**src/rtl/core/stp_pkg.sv**
```systemverilog
`default_nettype none

package stp_pkg;

	localparam int CoordW = 24;
	localparam int FracW = 8;
	localparam int IntW = CoordW - FracW;
	localparam int SizeW = 10;
	localparam int CountW = 11;
	localparam int IndexW = 20;
	localparam int RowW = 10;
	localparam int DivStages = 8;
	localparam int StepsPerStage = IntW / DivStages;
	localparam int RemW = SizeW + FracW;
	localparam int ProdW = RemW + SizeW;
	localparam int AreaW = 2 * SizeW;
	localparam logic [CountW-1:0] MaxTileCount = 11'd1024;

	typedef enum logic [2:0] {
		CFG_DIAMOND_MODE = 3'd0,
		CFG_TILES_ACROSS = 3'd1,
		CFG_TILES_DOWN   = 3'd2,
		CFG_TILE_WIDTH   = 3'd3,
		CFG_TILE_HEIGHT  = 3'd4
	} cfg_idx_t;

	typedef struct packed {
		logic              diamond_mode;
		logic [CountW-1:0] tiles_across;
		logic [CountW-1:0] tiles_down;
		logic [SizeW-1:0]  tile_width;
		logic [SizeW-1:0]  tile_height;
	} cfg_t;

	// partial remainder and the dividend bits that turn into quotient bits
	typedef struct packed {
		logic [SizeW-1:0] rem;
		logic [IntW-1:0]  nq;
	} div_lane_t;

	typedef struct packed {
		logic [IntW-1:0]  qx;
		logic [IntW-1:0]  qy;
		logic [IntW-1:0]  qs;
		logic [SizeW-1:0] rem_x;
		logic [SizeW-1:0] rem_y;
		logic [FracW-1:0] frac_x;
		logic [FracW-1:0] frac_y;
		logic             xs_neg;
	} cell_t;

	typedef struct packed {
		logic [RowW-1:0] row;
		logic [RowW-1:0] col;
		logic            hit;
	} pick_t;

	// one restoring division step
	function automatic div_lane_t div_step(div_lane_t l, logic [SizeW-1:0] d);
		logic [SizeW:0] trial;
		logic [SizeW:0] diff;
		logic           ge;
		div_lane_t      r;
		trial = {l.rem, l.nq[IntW-1]};
		diff  = trial - {1'b0, d};
		ge    = trial >= {1'b0, d};
		r.rem = ge ? diff[SizeW-1:0] : trial[SizeW-1:0];
		r.nq  = {l.nq[IntW-2:0], ge};
		return r;
	endfunction

endpackage

`default_nettype wire

```
**src/rtl/core/stp_divider.sv**
```systemverilog
`default_nettype none

module stp_divider import stp_pkg::*; (
	input  wire logic              clk,
	input  wire logic              arst_n,
	input  wire cfg_t              cfg,
	input  wire logic              in_valid,
	output logic                   in_ready,
	input  wire logic [CoordW-1:0] in_x,
	input  wire logic [CoordW-1:0] in_y,
	output logic                   out_valid,
	input  wire logic              out_ready,
	output cell_t                  out_cell
);

	logic                   v_s   [0:DivStages];
	div_lane_t              lx_s  [0:DivStages];
	div_lane_t              ly_s  [0:DivStages];
	div_lane_t              ls_s  [0:DivStages];
	logic [FracW-1:0]       fx_s  [0:DivStages];
	logic [FracW-1:0]       fy_s  [0:DivStages];
	logic                   neg_s [0:DivStages];
	logic [DivStages:0]     adv;

	logic [CoordW-1:0]      half_w;
	logic [CoordW-1:0]      shifted_x;

	always_comb begin
		adv[DivStages] = !v_s[DivStages] || out_ready;
		for (int k = DivStages - 1; k >= 0; k--) begin
			adv[k] = !v_s[k] || adv[k+1];
		end
	end

	assign in_ready = adv[0];

	// odd rows: x shifted left by half a tile, in world units times 256
	assign half_w    = CoordW'({cfg.tile_width, 7'b0});
	assign shifted_x = in_x - half_w;

	always_ff @(posedge clk or negedge arst_n) begin
		if (!arst_n) begin
			v_s[0] <= 1'b0;
		end else if (adv[0]) begin
			v_s[0] <= in_valid;
		end
	end

	always_ff @(posedge clk) begin
		if (adv[0]) begin
			lx_s[0]  <= '{rem: '0, nq: in_x[CoordW-1:FracW]};
			ly_s[0]  <= '{rem: '0, nq: in_y[CoordW-1:FracW]};
			ls_s[0]  <= '{rem: '0, nq: shifted_x[CoordW-1:FracW]};
			fx_s[0]  <= in_x[FracW-1:0];
			fy_s[0]  <= in_y[FracW-1:0];
			neg_s[0] <= in_x < half_w;
		end
	end

	for (genvar k = 1; k <= DivStages; k++) begin : g_stage
		div_lane_t nx;
		div_lane_t ny;
		div_lane_t ns;

		always_comb begin
			nx = lx_s[k-1];
			ny = ly_s[k-1];
			ns = ls_s[k-1];
			for (int i = 0; i < StepsPerStage; i++) begin
				nx = div_step(nx, cfg.tile_width);
				ny = div_step(ny, cfg.tile_height);
				ns = div_step(ns, cfg.tile_width);
			end
		end

		always_ff @(posedge clk or negedge arst_n) begin
			if (!arst_n) begin
				v_s[k] <= 1'b0;
			end else if (adv[k]) begin
				v_s[k] <= v_s[k-1];
			end
		end

		always_ff @(posedge clk) begin
			if (adv[k]) begin
				lx_s[k]  <= nx;
				ly_s[k]  <= ny;
				ls_s[k]  <= ns;
				fx_s[k]  <= fx_s[k-1];
				fy_s[k]  <= fy_s[k-1];
				neg_s[k] <= neg_s[k-1];
			end
		end
	end

	assign out_valid       = v_s[DivStages];
	assign out_cell.qx     = lx_s[DivStages].nq;
	assign out_cell.qy     = ly_s[DivStages].nq;
	assign out_cell.qs     = ls_s[DivStages].nq;
	assign out_cell.rem_x  = lx_s[DivStages].rem;
	assign out_cell.rem_y  = ly_s[DivStages].rem;
	assign out_cell.frac_x = fx_s[DivStages];
	assign out_cell.frac_y = fy_s[DivStages];
	assign out_cell.xs_neg = neg_s[DivStages];

endmodule

`default_nettype wire

```
**src/rtl/core/stp_region.sv**
```systemverilog
`default_nettype none

module stp_region import stp_pkg::*; (
	input  wire logic  clk,
	input  wire logic  arst_n,
	input  wire cfg_t  cfg,
	input  wire logic  in_valid,
	output logic       in_ready,
	input  wire cell_t in_cell,
	output logic       out_valid,
	input  wire logic  out_ready,
	output pick_t      out_pick
);

	localparam int SumW = ProdW + 2;

	typedef enum logic [2:0] {
		RGN_CENTRE,
		RGN_UPPER_LEFT,
		RGN_UPPER_RIGHT,
		RGN_LOWER_LEFT,
		RGN_LOWER_RIGHT
	} region_t;

	logic             v_s1, v_s2, v_s3;
	logic             adv1, adv2, adv3;

	// stage 1: products
	logic [ProdW-1:0] p_s1, q_s1;
	logic [AreaW-1:0] area_s1;
	logic             upper_s1, lower_s1;
	logic [IntW-1:0]  qx_s1, qy_s1, qs_s1;
	logic             neg_s1;

	// stage 2: region
	region_t          rgn_s2;
	logic [IntW-1:0]  qx_s2, qy_s2, qs_s2;
	logic             neg_s2;

	// stage 3: picked tile
	pick_t            pick_s3;

	logic [RemW-1:0]  rx, ry;
	logic [SumW-1:0]  p_ext, q_ext, r128, r384;
	region_t          rgn_next;

	logic [IntW:0]    row;
	logic [IntW-1:0]  col;
	logic             row_ok;
	logic             size_ok;
	logic             hit_next;

	assign adv3     = !v_s3 || out_ready;
	assign adv2     = !v_s2 || adv3;
	assign adv1     = !v_s1 || adv2;
	assign in_ready = adv1;

	assign rx = {in_cell.rem_x, in_cell.frac_x};
	assign ry = {in_cell.rem_y, in_cell.frac_y};

	always_ff @(posedge clk or negedge arst_n) begin
		if (!arst_n) begin
			v_s1 <= 1'b0;
			v_s2 <= 1'b0;
			v_s3 <= 1'b0;
		end else begin
			if (adv1) v_s1 <= in_valid;
			if (adv2) v_s2 <= v_s1;
			if (adv3) v_s3 <= v_s2;
		end
	end

	always_ff @(posedge clk) begin
		if (adv1) begin
			p_s1     <= ProdW'(ry) * ProdW'(cfg.tile_width);
			q_s1     <= ProdW'(rx) * ProdW'(cfg.tile_height);
			area_s1  <= AreaW'(cfg.tile_width) * AreaW'(cfg.tile_height);
			upper_s1 <= {ry, 1'b0} < {1'b0, cfg.tile_height, 8'b0};
			lower_s1 <= {ry, 1'b0} > {1'b0, cfg.tile_height, 8'b0};
			qx_s1    <= in_cell.qx;
			qy_s1    <= in_cell.qy;
			qs_s1    <= in_cell.qs;
			neg_s1   <= in_cell.xs_neg;
		end
	end

	// comparisons scaled up by the fraction scale: a whole tile is area times 256
	assign p_ext = SumW'(p_s1);
	assign q_ext = SumW'(q_s1);
	assign r128  = SumW'({area_s1, 7'b0});
	assign r384  = r128 + {r128[SumW-2:0], 1'b0};

	always_comb begin
		rgn_next = RGN_CENTRE;
		if (cfg.diamond_mode) begin
			if (upper_s1) begin
				if (p_ext + q_ext < r128) rgn_next = RGN_UPPER_LEFT;
				else if (p_ext + r128 < q_ext) rgn_next = RGN_UPPER_RIGHT;
			end else if (lower_s1) begin
				if (p_ext > q_ext + r128) rgn_next = RGN_LOWER_LEFT;
				else if (p_ext + q_ext > r384) rgn_next = RGN_LOWER_RIGHT;
			end
		end
	end

	always_ff @(posedge clk) begin
		if (adv2) begin
			rgn_s2 <= rgn_next;
			qx_s2  <= qx_s1;
			qy_s2  <= qy_s1;
			qs_s2  <= qs_s1;
			neg_s2 <= neg_s1;
		end
	end

	assign size_ok = (cfg.tiles_across != '0) && (cfg.tiles_down != '0)
		&& (cfg.tile_width != '0) && (cfg.tile_height != '0);

	always_comb begin
		row_ok = 1'b1;
		row    = {qy_s2, 1'b0};
		case (rgn_s2)
			RGN_UPPER_LEFT: begin
				if (qy_s2 == '0 || qx_s2 == '0) row_ok = 1'b0;
				else row = {qy_s2, 1'b0} - (IntW + 1)'(1);
			end
			RGN_UPPER_RIGHT: begin
				if (qy_s2 == '0 || qx_s2 >= IntW'(cfg.tiles_across)) row_ok = 1'b0;
				else row = {qy_s2, 1'b0} - (IntW + 1)'(1);
			end
			RGN_LOWER_LEFT: begin
				if (qx_s2 == '0) row_ok = 1'b0;
				else row = {qy_s2, 1'b1};
			end
			RGN_LOWER_RIGHT: begin
				if (qx_s2 >= IntW'(cfg.tiles_across)) row_ok = 1'b0;
				else row = {qy_s2, 1'b1};
			end
			default: ;
		endcase

		if (!cfg.diamond_mode) begin
			row = {1'b0, qy_s2};
			col = qx_s2;
		end else if (row[0]) begin
			col = neg_s2 ? '0 : qs_s2;
		end else begin
			col = qx_s2;
		end

		hit_next = size_ok && row_ok && (row < (IntW + 1)'(cfg.tiles_down))
			&& (col < IntW'(cfg.tiles_across));
	end

	always_ff @(posedge clk) begin
		if (adv3) begin
			pick_s3.hit <= hit_next;
			pick_s3.row <= hit_next ? row[RowW-1:0] : '0;
			pick_s3.col <= hit_next ? col[RowW-1:0] : '0;
		end
	end

	assign out_valid = v_s3;
	assign out_pick  = pick_s3;

endmodule

`default_nettype wire

```
**src/rtl/core/stp_index.sv**
```systemverilog
`default_nettype none

module stp_index import stp_pkg::*; (
	input  wire logic                clk,
	input  wire logic                arst_n,
	input  wire cfg_t                cfg,
	input  wire logic                in_valid,
	output logic                     in_ready,
	input  wire pick_t               in_pick,
	output logic                     out_valid,
	input  wire logic                out_ready,
	output logic [2*RowW+IndexW-1:0] out_data,
	output logic                     out_hit
);

	localparam int LinW = RowW + CountW;
	localparam int DataW = 2 * RowW + IndexW;

	typedef struct packed {
		logic [DataW-1:0] data;
		logic             hit;
	} result_t;

	logic             v_s1;
	logic             adv1;
	logic [LinW-1:0]  lin_s1;
	pick_t            pick_s1;

	result_t          res_next;
	result_t          out_q, skid_q;
	logic             out_v_q, skid_v_q;
	logic             buf_ready;
	logic             buf_fire;
	logic [IndexW-1:0] index_next;

	assign buf_ready = !skid_v_q;
	assign adv1      = !v_s1 || buf_ready;
	assign in_ready  = adv1;
	assign buf_fire  = v_s1 && buf_ready;

	always_ff @(posedge clk or negedge arst_n) begin
		if (!arst_n) begin
			v_s1 <= 1'b0;
		end else if (adv1) begin
			v_s1 <= in_valid;
		end
	end

	always_ff @(posedge clk) begin
		if (adv1) begin
			lin_s1  <= LinW'(in_pick.row) * LinW'(cfg.tiles_across);
			pick_s1 <= in_pick;
		end
	end

	// a miss carries zero row and column, so the index comes out zero as well
	assign index_next    = lin_s1[IndexW-1:0] + IndexW'(pick_s1.col);
	assign res_next.data = {pick_s1.col, pick_s1.row, index_next};
	assign res_next.hit  = pick_s1.hit;

	// output register with a skid entry behind it
	always_ff @(posedge clk or negedge arst_n) begin
		if (!arst_n) begin
			out_v_q  <= 1'b0;
			skid_v_q <= 1'b0;
		end else if (!out_v_q || out_ready) begin
			out_v_q  <= skid_v_q || buf_fire;
			skid_v_q <= 1'b0;
		end else if (buf_fire) begin
			skid_v_q <= 1'b1;
		end
	end

	always_ff @(posedge clk) begin
		if (!out_v_q || out_ready) begin
			out_q <= skid_v_q ? skid_q : res_next;
		end else if (buf_fire) begin
			skid_q <= res_next;
		end
	end

	assign out_valid = out_v_q;
	assign out_data  = out_q.data;
	assign out_hit   = out_q.hit;

	a_skid_behind_out: assert property (@(posedge clk) disable iff (!arst_n)
		skid_v_q |-> out_v_q)
		else $error("skid entry holds a transaction while the output is empty");

	a_skid_fill: assert property (@(posedge clk) disable iff (!arst_n)
		buf_fire && out_v_q && !out_ready |=> skid_v_q && out_v_q)
		else $error("transaction lost while the output was stalled");

	a_miss_zero: assert property (@(posedge clk) disable iff (!arst_n)
		out_v_q && !out_q.hit |-> out_q.data == '0)
		else $error("miss result carries nonzero tile fields");

	a_no_take_when_full: assert property (@(posedge clk) disable iff (!arst_n)
		skid_v_q && !out_ready |=> $stable(skid_q) && skid_v_q)
		else $error("skid entry changed while the output was stalled");

endmodule

`default_nettype wire

```
**src/rtl/core/staggered_tile_picker_unit.sv**
```systemverilog
// Staggered tile picker: maps a point given as unsigned 16.8 fixed point to the
// map tile that holds it, in a rectangular grid or in staggered diamond layout,
// and returns the linear tile index, row, column and a hit flag. The block is
// fully pipelined and takes one transaction per clock unless m_tready holds it back;
// an accepted input reaches m_tvalid through the input register and the three
// restoring dividers that resolve two quotient bits in each of eight stages, followed
// by the cell-region multiplies and compares, the index multiply and the output
// register. A skid entry behind the output register keeps m_tready off the
// combinational ready path back to s_tready.
// Configuration is written through cfg_we/cfg_index/cfg_data and must only
// change while no transaction is in flight.
`default_nettype none

module staggered_tile_picker_unit import stp_pkg::*; (
	input  wire logic              clk,
	input  wire logic              arst_n,
	input  wire logic              cfg_we,
	input  wire logic [2:0]        cfg_index,
	input  wire logic [CountW-1:0] cfg_data,
	input  wire logic              s_tvalid,
	output logic                   s_tready,
	input  wire logic [47:0]       s_tdata,  // point_x, point_y
	output logic                   m_tvalid,
	input  wire logic              m_tready,
	output logic [39:0]            m_tdata,  // tile_index, tile_row, tile_column
	output logic [0:0]             m_tuser   // hit
);

	cfg_t             cfg_q;

	logic             div_valid, div_ready;
	cell_t            div_cell;
	logic             rgn_valid, rgn_ready;
	pick_t            rgn_pick;

	always_ff @(posedge clk or negedge arst_n) begin
		if (!arst_n) begin
			cfg_q <= '0;
		end else if (cfg_we) begin
			unique case (cfg_idx_t'(cfg_index))
				CFG_DIAMOND_MODE: cfg_q.diamond_mode <= cfg_data[0];
				CFG_TILES_ACROSS: cfg_q.tiles_across <=
					(cfg_data > MaxTileCount) ? MaxTileCount : cfg_data;
				CFG_TILES_DOWN:   cfg_q.tiles_down <=
					(cfg_data > MaxTileCount) ? MaxTileCount : cfg_data;
				CFG_TILE_WIDTH:   cfg_q.tile_width <= cfg_data[SizeW-1:0];
				CFG_TILE_HEIGHT:  cfg_q.tile_height <= cfg_data[SizeW-1:0];
				default: ;
			endcase
		end
	end

	stp_divider u_divider (
		.clk       (clk),
		.arst_n    (arst_n),
		.cfg       (cfg_q),
		.in_valid  (s_tvalid),
		.in_ready  (s_tready),
		.in_x      (s_tdata[CoordW-1:0]),
		.in_y      (s_tdata[2*CoordW-1:CoordW]),
		.out_valid (div_valid),
		.out_ready (div_ready),
		.out_cell  (div_cell)
	);

	stp_region u_region (
		.clk       (clk),
		.arst_n    (arst_n),
		.cfg       (cfg_q),
		.in_valid  (div_valid),
		.in_ready  (div_ready),
		.in_cell   (div_cell),
		.out_valid (rgn_valid),
		.out_ready (rgn_ready),
		.out_pick  (rgn_pick)
	);

	stp_index u_index (
		.clk       (clk),
		.arst_n    (arst_n),
		.cfg       (cfg_q),
		.in_valid  (rgn_valid),
		.in_ready  (rgn_ready),
		.in_pick   (rgn_pick),
		.out_valid (m_tvalid),
		.out_ready (m_tready),
		.out_data  (m_tdata),
		.out_hit   (m_tuser[0])
	);

endmodule

`default_nettype wire
```
**config.mk**
```make
export PLATFORM = sky130hd
export DESIGN_NAME = staggered_tile_picker_unit
export DESIGN_NICKNAME = d
export VERILOG_FILES = /design/src/rtl/core/stp_pkg.sv /design/src/rtl/core/stp_divider.sv /design/src/rtl/core/stp_region.sv /design/src/rtl/core/stp_index.sv /design/src/rtl/core/staggered_tile_picker_unit.sv
export SDC_FILE = /design/constraint.sdc
export NUM_CORES = 2
export LEC_CHECK = 0
export BUFFER_PORTS_ARGS = -buffer_cell sky130_fd_sc_hd__buf_2
export CAP_MARGIN = 0
export CORE_UTILIZATION = 58
export CTS_CLUSTER_DIAMETER = 80
export CTS_CLUSTER_SIZE = 12
export DETAILED_ROUTE_END_ITERATION = 7
export PLACE_DENSITY = 0.77
export SLEW_MARGIN = 10
export SYNTH_ARGS = -nofsm -noshare
export SYNTH_HDL_FRONTEND = slang
export SYNTH_HIERARCHICAL = 1
export SYNTH_SLANG_ARGS = --single-unit
```
**constraint.sdc**
```tcl
create_clock -name clk -period 12.6 [get_ports clk]
set_input_delay 0 -clock clk [delete_from_list [all_inputs] [get_ports clk]]
set_output_delay 0 -clock clk [all_outputs]
set_load 0.05 [all_outputs]
```
# ---- Word-level counts from Yosys, hierarchy flattened
# Memory sizes are Yosys's and may differ from the RTL's. A register that Yosys moved wholly into a read port is not among the register bits.
# Cells that the tools add are included.
dict set report classes {
  addsub 55
  muxes 90
  reduce_logical 53
  n_bitwise 1
  magnitude_cmp 59
  eq_ne 8
  n_mul 4
}
# cell n
set op_table {}
lappend op_table {{$ge A11 B10 Y1} 48}
lappend op_table {{$mux W10} 48}
lappend op_table {{$sub A10 B10 Y10} 48}
lappend op_table {{$pmux W17 S4} 1}
lappend op_table {{$add A28 B27 Y29} 2}
lappend op_table {{$mul A18 B10 Y28} 2}
lappend op_table {{$mux W17} 3}
lappend op_table {{$mux W16} 3}
lappend op_table {{$mux W41} 1}
lappend op_table {{$logic_not A16 Y1} 2}
lappend op_table {{$gt A28 B30 Y1} 1}
lappend op_table {{$gt A30 B30 Y1} 1}
lappend op_table {{$lt A30 B27 Y1} 1}
lappend op_table {{$lt A30 B28 Y1} 1}
lappend op_table {{$add A27 B28 Y29} 1}
lappend op_table {{$add A28 B28 Y29} 1}
lappend op_table {{$mux W1} 26}
lappend op_table {{$lt A24 B17 Y1} 1}
lappend op_table {{$sub A24 B17 Y24} 1}
lappend op_table {{$reduce_bool A11 Y1} 2}
lappend op_table {{$add A20 B10 Y20} 1}
lappend op_table {{$mul A10 B10 Y20} 1}
lappend op_table {{$mul A10 B11 Y20} 1}
lappend op_table {{$reduce_bool A10 Y1} 2}
lappend op_table {{other kinds (21)} 71}
dict set report totals {
  reg_bits 364
  n_memories 6
  mem_bits_rw 855
  in_bits 67
}
# memory depth word_bits read_ports rd_clocked_by_memory_dff wr line
set mem_list {}
lappend mem_list {u_divider.ls_s 9 26 9 1 9 stp_divider.sv:19} ;# div_lane_t ls_s [0:DivStages];
lappend mem_list {u_divider.lx_s 9 26 9 0 9 stp_divider.sv:17} ;# div_lane_t lx_s [0:DivStages];
lappend mem_list {u_divider.ly_s 9 26 9 0 9 stp_divider.sv:18} ;# div_lane_t ly_s [0:DivStages];
lappend mem_list {u_divider.fx_s 9 8 9 0 9 stp_divider.sv:20} ;# logic [FracW-1:0] fx_s [0:DivStages];
lappend mem_list {u_divider.fy_s 9 8 9 0 9 stp_divider.sv:21} ;# logic [FracW-1:0] fy_s [0:DivStages];
lappend mem_list {u_divider.neg_s 9 1 9 1 9 stp_divider.sv:22} ;# logic neg_s [0:DivStages];

# ---- Depth between registers and ports, before layout
dict set report logic_depth {
  depth_word 16
  mapped_depth 23
  depth_no_buf 22
}

# ---- By module
# Netlist, hierarchy kept.
# mod instances area_per_inst_um2 seq_area_each_um2 cells_each
set modules_own_cells {}
lappend modules_own_cells {stp_divider 1 49050.8 24698.7 3972}
lappend modules_own_cells {stp_region 1 28890.2 6080.8 3069}
lappend modules_own_cells {stp_index 1 8594.5 3768.6 710}
lappend modules_own_cells {staggered_tile_picker_unit 1 1840.5 1076.0 106}

# ---- Worst setup path before layout
# No wires, ideal clock.
dict set report synth_timing {
  path_type {register to register}
  from {register u_index.skid_v_q}
  to {memory u_divider.fx_s[0][0] (enable)}
  path_slack_ps 90
  setup_time_ps 1177
  required_ps 11423
  synth_period_minus_slack_ps 12510
  path_stages_with_launch 9
  path_buffers 1
  t_arrival_ps 11333
  path_cell_list {dfrtp_1 -> clkbuf_1 -> nand2_1 -> nand4b_1 -> nand2b_1 -> nor2_1 -> and3_1 -> and3_1 -> nand4_1}
}
# element line
set synth_rtl {}
lappend synth_rtl {{start, declared} stp_index.sv:31} ;# logic out_v_q, skid_v_q;
lappend synth_rtl {{start signal, assigned} stp_index.sv:65} ;# skid_v_q <= 1'b0;
lappend synth_rtl {{start signal, assigned} stp_index.sv:68} ;# skid_v_q <= 1'b0;
lappend synth_rtl {{start signal, assigned} stp_index.sv:70} ;# skid_v_q <= 1'b1;
lappend synth_rtl {{end, declared} stp_divider.sv:20}

# ---- Worst setup path after layout
dict set report layout_timing {
  from {register cfg_q[11] (netlist name)}
  to {register u_region.p_s1[24], data pin}
}
dict set report layout_via {
  elab_chain_cells 1
}
# element line
set layout_lines {}
lappend layout_lines {{start, declared} staggered_tile_picker_unit.sv:29} ;# cfg_t cfg_q;
lappend layout_lines {{$mul A18 B10 Y28} stp_region.sv:75} ;# p_s1 <= ProdW'(ry) * ProdW'(cfg.tile_width);
lappend layout_lines {{end signal, assigned} stp_region.sv:75}
lappend layout_lines {{end, declared} stp_region.sv:29} ;# logic [ProdW-1:0] p_s1, q_s1;
# No other way between the ends.
# A chain may end at the register's enable or synchronous reset.

==> impl_metrics.ini <==
[outcome]
outcome = completed

[routing]
first_iter_violations = 4627
wl_per_cell_um = 20.4
via_per_inst = 5.95
wirelength_mm = 207
drc_errors = 0
firstDrtPassIters = 6
ant_nets = 0
via_count = 60400

[synth]
netlist_area_um2 = 88400
synthDistinctLibCells = 108
seq_area_frac_synth = 0.403
async_flop_share = 0.0485
syn_area_per_cell_um2 = 11.2
yosys_register_bits = 1196
yosys_most_used_dff = edfxtp_1
syn-num-nets = 9286
yosysWarningCount = 6
postSynthCellCount = 7857
synth_edf_count = 1138

[final_layout]
final_nets = 9512
syn_to_final_growth_pct = 8.25
multi_input_area_um2 = 49000
layout-drive-gt1-share = 0.102
ff_latch_area_um2 = 35600
fillers = 11500

[timing]
slew_headroom = 0.224
finalClockSkew_ps = 82.1
hold_viol = 0
tightest_slew_ps = 1160
rsz0062_at_grt = false
tns_ps = 0
drv_slew = 0
setup_violations = 0
fin_crit_ps = 6960
timing.fmax_mhz = 144
period_share = 0.552

[clock_network]
ctsHoldBuffers = 107
clock_sinks = 1196
clk_pin_slew_worst_paths_ps = 70
cts-htree-levels = 3
clk_path_buf_depth = 3
postCtsSetupBuffers = 0
insertion_delay_ps = 760
cts_root_buf = clkbuf_16
post_cts_resized = 0
numCtsBuffers = 114
cts_tree = yes

[hold_path]
hold_path_class = in -> reg

[grt]
grt_pass1_vias = 60700
grt_overflow = 0
grt_max_degree = 86
track_usage = 0.269
grt_first_pass_wirelength_mm = 326
antenna_found_initial = 7

[floorplan]
fp.dieW_um = 392
dieHeight_um = 392
io_pins = 110
core_area_um2 = 150000
start_util = 0.587
dieArea_um2 = 154000
rows = 142

[worst_setup_path]
path_max_fanout = 33
startpoint = cfg_q[11]$_DFFE_PN0P_
r2r_cells = 20
endpoint = u_region/p_s1[24]$_DFFE_PP_
r2r-end = u_region/p_s1[24]$_DFFE_PP_
rrSetupSlack_ps = 5640
end_kind = flop
worstPathRequired_ps = 13090
worstPathArrival_ps = 7450
critPathLaunchType = flop
critPathKind = reg -> reg
r2r-start = cfg_q[11]$_DFFE_PN0P_

[placement]
io_buffers = 109
gp_congestion = 0.944
hpwl_mm = 152

[job]
maxCapViolCount = 0
cell usage after synthesis, drive strengths merged (143+ instances only):
master / instances / area share
o21ai: 279 / 0.016
inv: 798 / 0.034
nand2: 491 / 0.021
mux2: 397 / 0.052
xnor2: 328 / 0.033
nor2: 387 / 0.016
a21o: 162 / 0.014
and2: 318 / 0.023
edfxtp: 1138 / 0.39
fa: 433 / 0.098
xor2: 158 / 0.016
nor3: 143 / 0.0083
a21oi: 412 / 0.023
nor2b: 159 / 0.012
ha: 929 / 0.13
state kept, by name (all words and copies together), names as in the netlist, 20 cells and up:
signal / flops
u_index/lin_s1: 20
u_divider/fy_s: 72
u_region/q_s1: 28
u_region/out_pick: 21
u_region/area_s1: 20
u_index/out_data: 40
u_divider/ly_s: 224
u_divider/ls_s: 214
u_index/skid_q: 41
u_region/p_s1: 28
u_divider/lx_s: 224
u_index/pick_s1: 21
cfg_q: 43
u_divider/fx_s: 72
per-layer routing:
layer / GRT usage / part of all wire
met1: 0.362 / 0.43
met2: 0.441 / 0.47
met3: 0.0307 / 0.062
met4: 0.116 / 0.043
met5: 0 / 0.000063
worst max-delay path: stages (launching register included):
cell	delay (ps)
dfrtp_2	640
buf_4	640
nand2_1	160
fa_1	520
inv_1	50
fa_1	500
inv_1	50
fa_1	480
fa_1	560
inv_1	60
fa_1	470
ha_1	260
nor4_1	390
a2111oi_0	220
o31a_1	330
o21a_1	220
a41o_1	260
o41a_1	370
a21o_1	200
a21oi_1	160
xnor2_1	80
layout make-up:
| cell class | instances | area share |
|---|---|---|
| flip-flops and latches | 1196 | 0.372 |
| clock buffers | 150 | 0.0318 |
| multi-input cells | 5676 | 0.512 |
| well taps | 2016 | 0.0264 |
| repair buffers | 297 | 0.0233 |
| diodes | 1 | 0.0000262 |
| clock inverters | 18 | 0.00245 |
| inverters | 798 | 0.0314 |
how the worst min path moves through the flow:
stage	startpoint	end	cells after the start	slack, ps
after CTS	s_tdata[14]	u_divider/lx_s[0][6]$_DFFE_PP_	2	2
after global placement	s_tdata[40]	u_divider/ly_s[0][8]$_DFFE_PP_	1	180
after detailed placement	s_tdata[46]	u_divider/ly_s[0][14]$_DFFE_PP_	1	180
final	s_tdata[14]	u_divider/lx_s[0][6]$_DFFE_PP_	2	30
after floorplan	arst_n	cfg_q[0]$_DFFE_PN0P_	0	-300
after global routing	s_tdata[14]	u_divider/lx_s[0][6]$_DFFE_PP_	2	30
per-stage QoR:
step,cell area (µm²),worst slack [ps],utilization,cells,hold WS [ps]
6_report,95700,5640,0.636,10200,29.2
3_5_place_dp,91300,5760,0.607,9876,178
2_1_floorplan,88400,90.3,-,7857,-296
4_1_cts,95600,5670,0.636,10200,2.32
3_3_place_gp,91300,5870,0.607,9876,176
5_1_grt,95700,5370,0.636,10200,32.2
cell usage in the layout (no fill, tap or decap), drive strengths merged, types with 30 or more instances in the layout:
cell	instances
edfxtp	1138
a21o	162
dlygate4sd3	107
or2	42
nand4	94
nand2	491
a31oi	42
nor4	41
o21a	103
mux2i	49
nand3	80
buf	190
dfrtp	58
inv	795
o21bai	49
and3	55
a21oi	412
nand2b	100
nor2b	159
or3	31
nor2	387
and2	318
xor2	158
mux2	397
ha	929
o31ai	30
o21ai	279
nor3	143
xnor2	328
fa	433
clkbuf	150
logic make-up after synthesis:
| family | Yosys count | share of synthesized area |
|---|---|---|
| simple gates | 2015 | 0.117 |
| compound gates | 1367 | 0.101 |
| fa+ha+maj | 1362 | 0.230 |
| flops | 1196 | 0.403 |
| buf+inv | 985 | 0.0434 |
| xor+xnor | 486 | 0.0482 |
| mux | 446 | 0.0574 |
Power is not shown: default switching activity piles up to over one toggle a cycle in this logic, so the estimate is an artifact.
